<file path="src/sv/brb_pkg.sv">
package brb_pkg;

  // store size; the 10-bit used count and amount fields and the 11-bit free count are sized for it
  localparam int DEPTH = 1024;
  localparam int PTR_W = $clog2(DEPTH);
  localparam int CNT_W = PTR_W + 1;

  localparam logic [2:0] CMD_ENQUEUE    = 3'd0;
  localparam logic [2:0] CMD_DEQUEUE    = 3'd1;
  localparam logic [2:0] CMD_PEEK       = 3'd2;
  localparam logic [2:0] CMD_MOVE_REAR  = 3'd3;
  localparam logic [2:0] CMD_MOVE_FRONT = 3'd4;
  localparam logic [2:0] CMD_CLEAR      = 3'd5;

  // store access issued with an accepted beat
  typedef struct packed {
    logic             we;
    logic [PTR_W-1:0] waddr;
    logic [7:0]       wdata;
    logic             re;
    logic [PTR_W-1:0] raddr;
  } mem_req_t;

  // result fields known at accept time; the byte follows from the store
  typedef struct packed {
    logic             ok;
    logic             rd_sel;
    logic [PTR_W-1:0] used;
    logic [CNT_W-1:0] free;
  } rslt_t;

endpackage

</file>
<file path="src/sv/brb_ctrl.sv">
module brb_ctrl (
  input  logic                      clk,
  input  logic                      rst,
  input  logic                      accept,
  input  logic [2:0]                command,
  input  logic [7:0]                data_in,
  input  logic [brb_pkg::PTR_W-1:0] amount,
  output brb_pkg::mem_req_t         req,
  output brb_pkg::rslt_t            rslt
);

  logic [brb_pkg::PTR_W-1:0] read_pointer, read_pointer_next;
  logic [brb_pkg::PTR_W-1:0] write_pointer, write_pointer_next;
  logic [brb_pkg::PTR_W-1:0] used_now, used_after, wp_inc, rp_inc;
  logic                      ok;
  logic                      rd_sel;

  assign used_now = write_pointer - read_pointer;
  assign wp_inc   = write_pointer + brb_pkg::PTR_W'(1);
  assign rp_inc   = read_pointer + brb_pkg::PTR_W'(1);

  always_comb begin
    read_pointer_next  = read_pointer;
    write_pointer_next = write_pointer;
    ok                 = 1'b0;
    rd_sel             = 1'b0;
    req.we             = 1'b0;
    req.waddr          = wp_inc;
    req.wdata          = data_in;
    req.re             = 1'b0;
    req.raddr          = rp_inc;
    unique case (command)
      brb_pkg::CMD_ENQUEUE: begin
        if (wp_inc != read_pointer) begin
          write_pointer_next = wp_inc;
          req.we             = accept;
          ok                 = 1'b1;
        end
      end
      brb_pkg::CMD_DEQUEUE: begin
        if (read_pointer != write_pointer) begin
          read_pointer_next = rp_inc;
          req.re            = accept;
          rd_sel            = 1'b1;
          ok                = 1'b1;
        end
      end
      brb_pkg::CMD_PEEK: begin
        req.raddr = rp_inc + amount;
        if (amount < used_now) begin
          req.re = accept;
          rd_sel = 1'b1;
          ok     = 1'b1;
        end
      end
      brb_pkg::CMD_MOVE_REAR: begin
        write_pointer_next = write_pointer + amount;
        ok                 = 1'b1;
      end
      brb_pkg::CMD_MOVE_FRONT: begin
        read_pointer_next = read_pointer + amount;
        ok                = 1'b1;
      end
      brb_pkg::CMD_CLEAR: begin
        read_pointer_next  = '0;
        write_pointer_next = '0;
        ok                 = 1'b1;
      end
      default: begin
      end
    endcase
  end

  assign used_after  = write_pointer_next - read_pointer_next;
  assign rslt.ok     = ok;
  assign rslt.rd_sel = rd_sel;
  assign rslt.used   = used_after;
  assign rslt.free   = brb_pkg::CNT_W'(brb_pkg::DEPTH) - {1'b0, used_after};

  always_ff @(posedge clk) begin
    if (rst) begin
      read_pointer  <= '0;
      write_pointer <= '0;
    end else if (accept) begin
      read_pointer  <= read_pointer_next;
      write_pointer <= write_pointer_next;
    end
  end

endmodule

</file>
<file path="config.mk">
export PLATFORM = sky130hd
export DESIGN_NAME = brb_ctrl
export DESIGN_NICKNAME = d
export VERILOG_FILES = /design/src/sv/brb_pkg.sv /design/src/sv/brb_ctrl.sv
export SDC_FILE = /design/constraint.sdc
export NUM_CORES = 1
export LEC_CHECK = 0
export CORE_ASPECT_RATIO = 1.2
export CORE_MARGIN = 2
export CORE_UTILIZATION = 60
export DETAILED_ROUTE_END_ITERATION = 12
export DONT_BUFFER_PORTS = 1
export HOLD_SLACK_MARGIN = 0.12
export PLACE_DENSITY = 0.77
export SYNTH_ARGS = -nofsm -noshare
export SYNTH_HDL_FRONTEND = slang
export SYNTH_SLANG_ARGS = --single-unit
</file>
<file path="constraint.sdc">
create_clock -name clk -period 5.05 [get_ports clk]
set_input_delay 0.7575 -clock clk [delete_from_list [all_inputs] [get_ports clk]]
set_output_delay 0.7575 -clock clk [all_outputs]
set_load 0.01 [all_outputs]
</file>
==> flow_summary.html <==
<table>
<tr><th>Metric</th><th>Value</th></tr>
<tr><th colspan="2">Outcome</th></tr>
<tr><td>Outcome</td><td>finished, violations left</td></tr>
<tr><td>Violations in the final reports</td><td>setup timing</td></tr>
<tr><th colspan="2">Detailed routing</th></tr>
<tr><td>Count of vias placed by the detailed router</td><td>around 4400</td></tr>
<tr><td>Avg WL per Cell</td><td>between 20 and 25 um</td></tr>
<tr><td>Remaining number of nets flagged by the antenna check after routing</td><td>0</td></tr>
<tr><td>Number of vias per cell after detailed routing</td><td>6.32</td></tr>
<tr><td>Router iterations before antenna repair</td><td>5</td></tr>
<tr><td>Number of remaining DRC errors</td><td>0</td></tr>
<tr><td>1st-iter DRT viols</td><td>~250</td></tr>
<tr><td>WL final</td><td>~14000 um</td></tr>
<tr><th colspan="2">Worst hold path</th></tr>
<tr><td>Hold path start</td><td>rst</td></tr>
<tr><td>Path category of the worst min-delay check</td><td>in -&gt; reg</td></tr>
<tr><th colspan="2">Pwr</th></tr>
<tr><td>Share of total power in sequential cells</td><td>14.2%</td></tr>
<tr><td>Switch Pwr</td><td>between 0.6 and 0.7 mW</td></tr>
<tr><td>Power Dens Cells</td><td>245 nW/um^2</td></tr>
<tr><td>Net switching fraction of the power</td><td>a little under half</td></tr>
<tr><td>Share of total power in combinational logic</td><td>76.3%</td></tr>
<tr><td>Clk network pwr share</td><td>about a tenth</td></tr>
<tr><td>Static Leak</td><td>roughly 2.3 nW</td></tr>
<tr><td>Maximum ir drop on the vdd rail</td><td>between 0.2 and 0.3 mV</td></tr>
<tr><td>P_int</td><td>slightly below 0.7 mW</td></tr>
<tr><th colspan="2">Critical path</th></tr>
<tr><td>Critical path data required time</td><td>between 4000 and 5000 ps</td></tr>
<tr><td>Type of origin of the critical path</td><td>flip-flop</td></tr>
<tr><td>Setup crit start</td><td>write_pointer[0]</td></tr>
<tr><td>Worst Setup End Kind</td><td>primary output</td></tr>
<tr><td>Arrival @ worst endpoint</td><td>4720 ps</td></tr>
<tr><td>Maximum net fanout on the critical path</td><td>5</td></tr>
<tr><td>Category of the critical setup timing path</td><td>reg -&gt; out</td></tr>
<tr><td>Critical register-to-register path startpoint</td><td>read_pointer[1]</td></tr>
<tr><th colspan="2">Cells and area</th></tr>
<tr><td>Most common cell after layout, fill and taps aside</td><td>sky130_fd_sc_hd__buf_4</td></tr>
<tr><td>Area growth from synthesis to layout</td><td>24.4%</td></tr>
<tr><td>Share of post-route cells with drive strength above 1</td><td>between 20% and 30%</td></tr>
<tr><td>Net count reported at finish</td><td>691</td></tr>
<tr><td>Util after Layout</td><td>about 77%</td></tr>
<tr><td>Commonest cells after routing, fill and taps aside</td><td>78 x sky130_fd_sc_hd__buf_4, 54 x sky130_fd_sc_hd__nor2_1, 53 x sky130_fd_sc_hd__ha_1</td></tr>
<tr><td># diodes</td><td>0</td></tr>
<tr><td>FILL cells</td><td>around 500</td></tr>
<tr><th colspan="2">Synthesis</th></tr>
<tr><td>Count of cell types in the netlist</td><td>57</td></tr>
<tr><td>Post-synth design cell area</td><td>4180 um^2</td></tr>
<tr><td>Count of flip-flops with a built-in enable after synthesis</td><td>0</td></tr>
<tr><td>Flip-flop cell with the highest count after synthesis</td><td>sky130_fd_sc_hd__dfxtp_1</td></tr>
<tr><td>Synth Area per Inst</td><td>approximately 7.5 um^2</td></tr>
<tr><td>Sequential-to-total area share from yosys stat</td><td>9.59%</td></tr>
<tr><td>Total of flip-flops plus latches after synthesis</td><td>20</td></tr>
<tr><td>Post-synthesis instance total</td><td>around 560</td></tr>
<tr><td>Syn. warnings</td><td>0</td></tr>
<tr><td>Async set-or-reset flop fraction in the synthesized netlist</td><td>0%</td></tr>
<tr><td>Number of nets in the synthesized netlist</td><td>645</td></tr>
<tr><th colspan="2">STA</th></tr>
<tr><td>Endpoints failing setup</td><td>8</td></tr>
<tr><td>Transition time at the pin with the least slew margin</td><td>677 ps</td></tr>
<tr><td>Post-route worst setup slack</td><td>-429 ps</td></tr>
<tr><td>Number of pins exceeding their max-slew limit in the final report</td><td>0</td></tr>
<tr><td>Post-layout min period</td><td>5480 ps</td></tr>
<tr><td>Final worst-path cycle share</td><td>108%</td></tr>
<tr><td>RSZ-0062 raised after global routing</td><td>true</td></tr>
<tr><td>Setup Skew</td><td>approximately 7 ps</td></tr>
<tr><td>Remaining max-slew budget at the tightest pin</td><td>between 50% and 60%</td></tr>
<tr><td>Fin. Hold Viols</td><td>0</td></tr>
<tr><td>Final setup TNS</td><td>-2280 ps</td></tr>
<tr><td>Fmax</td><td>between 0.15 and 0.2 GHz</td></tr>
<tr><td>Worst-case hold slack</td><td>between 500 and 600 ps</td></tr>
<tr><th colspan="2">Placement</th></tr>
<tr><td>Detailed placer's ending HPWL</td><td>between 10000 and 15000 um</td></tr>
<tr><td>Port Buf Inserts</td><td>0</td></tr>
<tr><td>Placer Congestion</td><td>between 0.9 and 1</td></tr>
<tr><th colspan="2">Flow run</th></tr>
<tr><td>Count of maximum capacitance violations</td><td>0</td></tr>
<tr><th colspan="2">Global route</th></tr>
<tr><td>GR Util All Layers</td><td>35.3%</td></tr>
<tr><td>Via count of the first global-routing pass</td><td>~4200</td></tr>
<tr><td>Maximum number of pins on one net before global-route repair</td><td>22</td></tr>
<tr><td>Antenna violations before repair</td><td>0</td></tr>
<tr><td>First-pass GRT wire length</td><td>approximately 21000 um</td></tr>
<tr><td>Leftover overflow at the end of global routing</td><td>0</td></tr>
<tr><th colspan="2">Floorplanning</th></tr>
<tr><td>Std-Cell Core Area</td><td>6770 um^2</td></tr>
<tr><td>Initial core utilization</td><td>~60%</td></tr>
<tr><td>Total die area</td><td>7640 um^2</td></tr>
<tr><td>I/O pin cnt</td><td>between 70 and 80</td></tr>
<tr><td>Number of rows in the core area</td><td>33</td></tr>
<tr><td>Horizontal die dimension</td><td>~80 um</td></tr>
<tr><td>Die Y</td><td>between 90 and 100 um</td></tr>
<tr><th colspan="2">Clock tree</th></tr>
<tr><td>Clock tree root driver cell</td><td>sky130_fd_sc_hd__clkbuf_8</td></tr>
<tr><td>Number of clock buffers inserted by TritonCTS</td><td>3</td></tr>
<tr><td>Latest clock arrival within the worst-skew pair</td><td>roughly 270 ps</td></tr>
<tr><td>CTS tree</td><td>built</td></tr>
<tr><td>H-tree levels</td><td>1</td></tr>
<tr><td>Number of hold buffers added after CTS</td><td>0</td></tr>
<tr><td>Clock sink count</td><td>20</td></tr>
<tr><td>Maximum clock path buffer count</td><td>2</td></tr>
<tr><td>Clock transition at the register clock pins on the worst setup and hold paths after CTS</td><td>about 90 ps</td></tr>
</table>
==> power groups by stage <==
stage | Clock (mW) | Sequential (mW) | Combinational (mW)
after floorplan | 0 | 0.182 | 0.616
after global placement | 0 | 0.183 | 0.806
after detailed placement | 0 | 0.184 | 0.824
after CTS | 0.122 | 0.180 | 0.915
after global routing | 0.125 | 0.182 | 1.04
final | 0.121 | 0.181 | 0.972
==> worst max-delay path: stages (launching register included) <==
cell	delay (ps)
sky130_fd_sc_hd__dfxtp_4	400
sky130_fd_sc_hd__ha_4	190
sky130_fd_sc_hd__nand3_4	110
sky130_fd_sc_hd__nor2_2	170
sky130_fd_sc_hd__xnor3_1	150
sky130_fd_sc_hd__nand3_1	80
sky130_fd_sc_hd__or4_4	560
sky130_fd_sc_hd__a21oi_2	150
sky130_fd_sc_hd__a311oi_2	50
sky130_fd_sc_hd__o221ai_2	230
sky130_fd_sc_hd__ha_2	210
sky130_fd_sc_hd__inv_2	50
sky130_fd_sc_hd__fa_2	360
sky130_fd_sc_hd__a21o_1	200
sky130_fd_sc_hd__a21oi_2	170
sky130_fd_sc_hd__nor2b_1	70
sky130_fd_sc_hd__o21a_1	230
sky130_fd_sc_hd__nor2_2	190
sky130_fd_sc_hd__xnor2_2	110
sky130_fd_sc_hd__or3_4	430
sky130_fd_sc_hd__nor3_4	160
sky130_fd_sc_hd__xnor2_2	160
==> metal layers <==
metal	GRT usage, %	routed length (um)
met4	13.7	431
met1	42.7	5610
met3	2.56	719
met2	64.6	7110
met5	0	0
==> through the flow <==
step	setup slack (ps)	total power [mW]	cell area, um^2	cells
floorplan	-14.6	0.798	4480	559
global placement	-27.7	0.989	4880	680
detailed placement	-131	1.01	4880	680
CTS	-335	1.22	5120	691
global route	-576	1.35	5190	691
finish	-429	1.27	5190	691
==> cells in the mapped netlist (3+ instances only) <==
cell | number | share of area (%)
sky130_fd_sc_hd__nor2_1 | 59 | 5.3
sky130_fd_sc_hd__ha_1 | 57 | 17
sky130_fd_sc_hd__xnor2_1 | 42 | 8.8
sky130_fd_sc_hd__inv_1 | 34 | 3.1
sky130_fd_sc_hd__a21oi_1 | 33 | 4.0
sky130_fd_sc_hd__xor2_1 | 33 | 6.9
sky130_fd_sc_hd__nand2_1 | 31 | 2.8
sky130_fd_sc_hd__o21ai_0 | 23 | 2.8
sky130_fd_sc_hd__clkbuf_1 | 21 | 1.9
sky130_fd_sc_hd__dfxtp_1 | 20 | 9.6
sky130_fd_sc_hd__a21o_1 | 18 | 3.2
sky130_fd_sc_hd__o21a_1 | 15 | 2.7
sky130_fd_sc_hd__nor3_1 | 14 | 1.7
sky130_fd_sc_hd__buf_4 | 12 | 2.2
sky130_fd_sc_hd__nor2b_1 | 12 | 1.8
sky130_fd_sc_hd__a211oi_1 | 11 | 2.0
sky130_fd_sc_hd__nand3_1 | 11 | 1.3
sky130_fd_sc_hd__nand2b_1 | 10 | 1.5
sky130_fd_sc_hd__o221ai_1 | 6 | 1.3
sky130_fd_sc_hd__or3_1 | 6 | 0.90
sky130_fd_sc_hd__a221oi_1 | 5 | 1.0
sky130_fd_sc_hd__and2_1 | 5 | 0.75
sky130_fd_sc_hd__buf_2 | 5 | 0.60
sky130_fd_sc_hd__fa_1 | 5 | 2.4
sky130_fd_sc_hd__nor4_1 | 5 | 0.75
sky130_fd_sc_hd__o221a_2 | 5 | 1.3
sky130_fd_sc_hd__o22ai_1 | 5 | 0.75
sky130_fd_sc_hd__o31ai_1 | 5 | 0.90
sky130_fd_sc_hd__a31oi_1 | 4 | 0.60
sky130_fd_sc_hd__o21bai_1 | 4 | 0.72
sky130_fd_sc_hd__a21boi_0 | 3 | 0.54
sky130_fd_sc_hd__a222oi_1 | 3 | 0.72
sky130_fd_sc_hd__and3_1 | 3 | 0.45
sky130_fd_sc_hd__mux2_2 | 3 | 0.81
==> path summary, 6_finish.rpt <==
| path | cells after the start | endpoint | slack, ps |
|---|---|---|---|
| min reg2reg | 2 | read_pointer[8] | 570 |
| min | 1 | read_pointer[1] | 540 |
| max | 21 | rslt[9] | -430 |
| max reg2reg | 11 | read_pointer[9] | 2060 |
==> sequential cells by signal, summed over array words and instances (netlist names), named ones only <==
register       cells
read_pointer      10
write_pointer      9
==> layout make-up <==
class	count	area [um^2]	area share, %
timing repair buffer	82	634	12.2
multi-input combinational	463	3860	74.2
sequential	20	419	8.07
clock buffer	4	45.0	0.867
tap	87	109	2.10
inverter	35	131	2.53
==> logic make-up after synthesis <==
group,share of synthesized area (%)
compound gates,25.9
xor+xnor,17.1
fa+ha+maj,19.5
buf+inv,8.24
flops,9.59
mux,1.05
simple gates,18.7
==> repair_timing <==
item                       4_1_cts  5_1_grt
gates cloned                     0        0
resized for setup               27       20
pin swaps                       17        8
setup buffers                    8        0
setup endpoints to repair        9       13
hold endpoints to repair         0        0
Note: power is estimated with default switching activity, not from simulation.
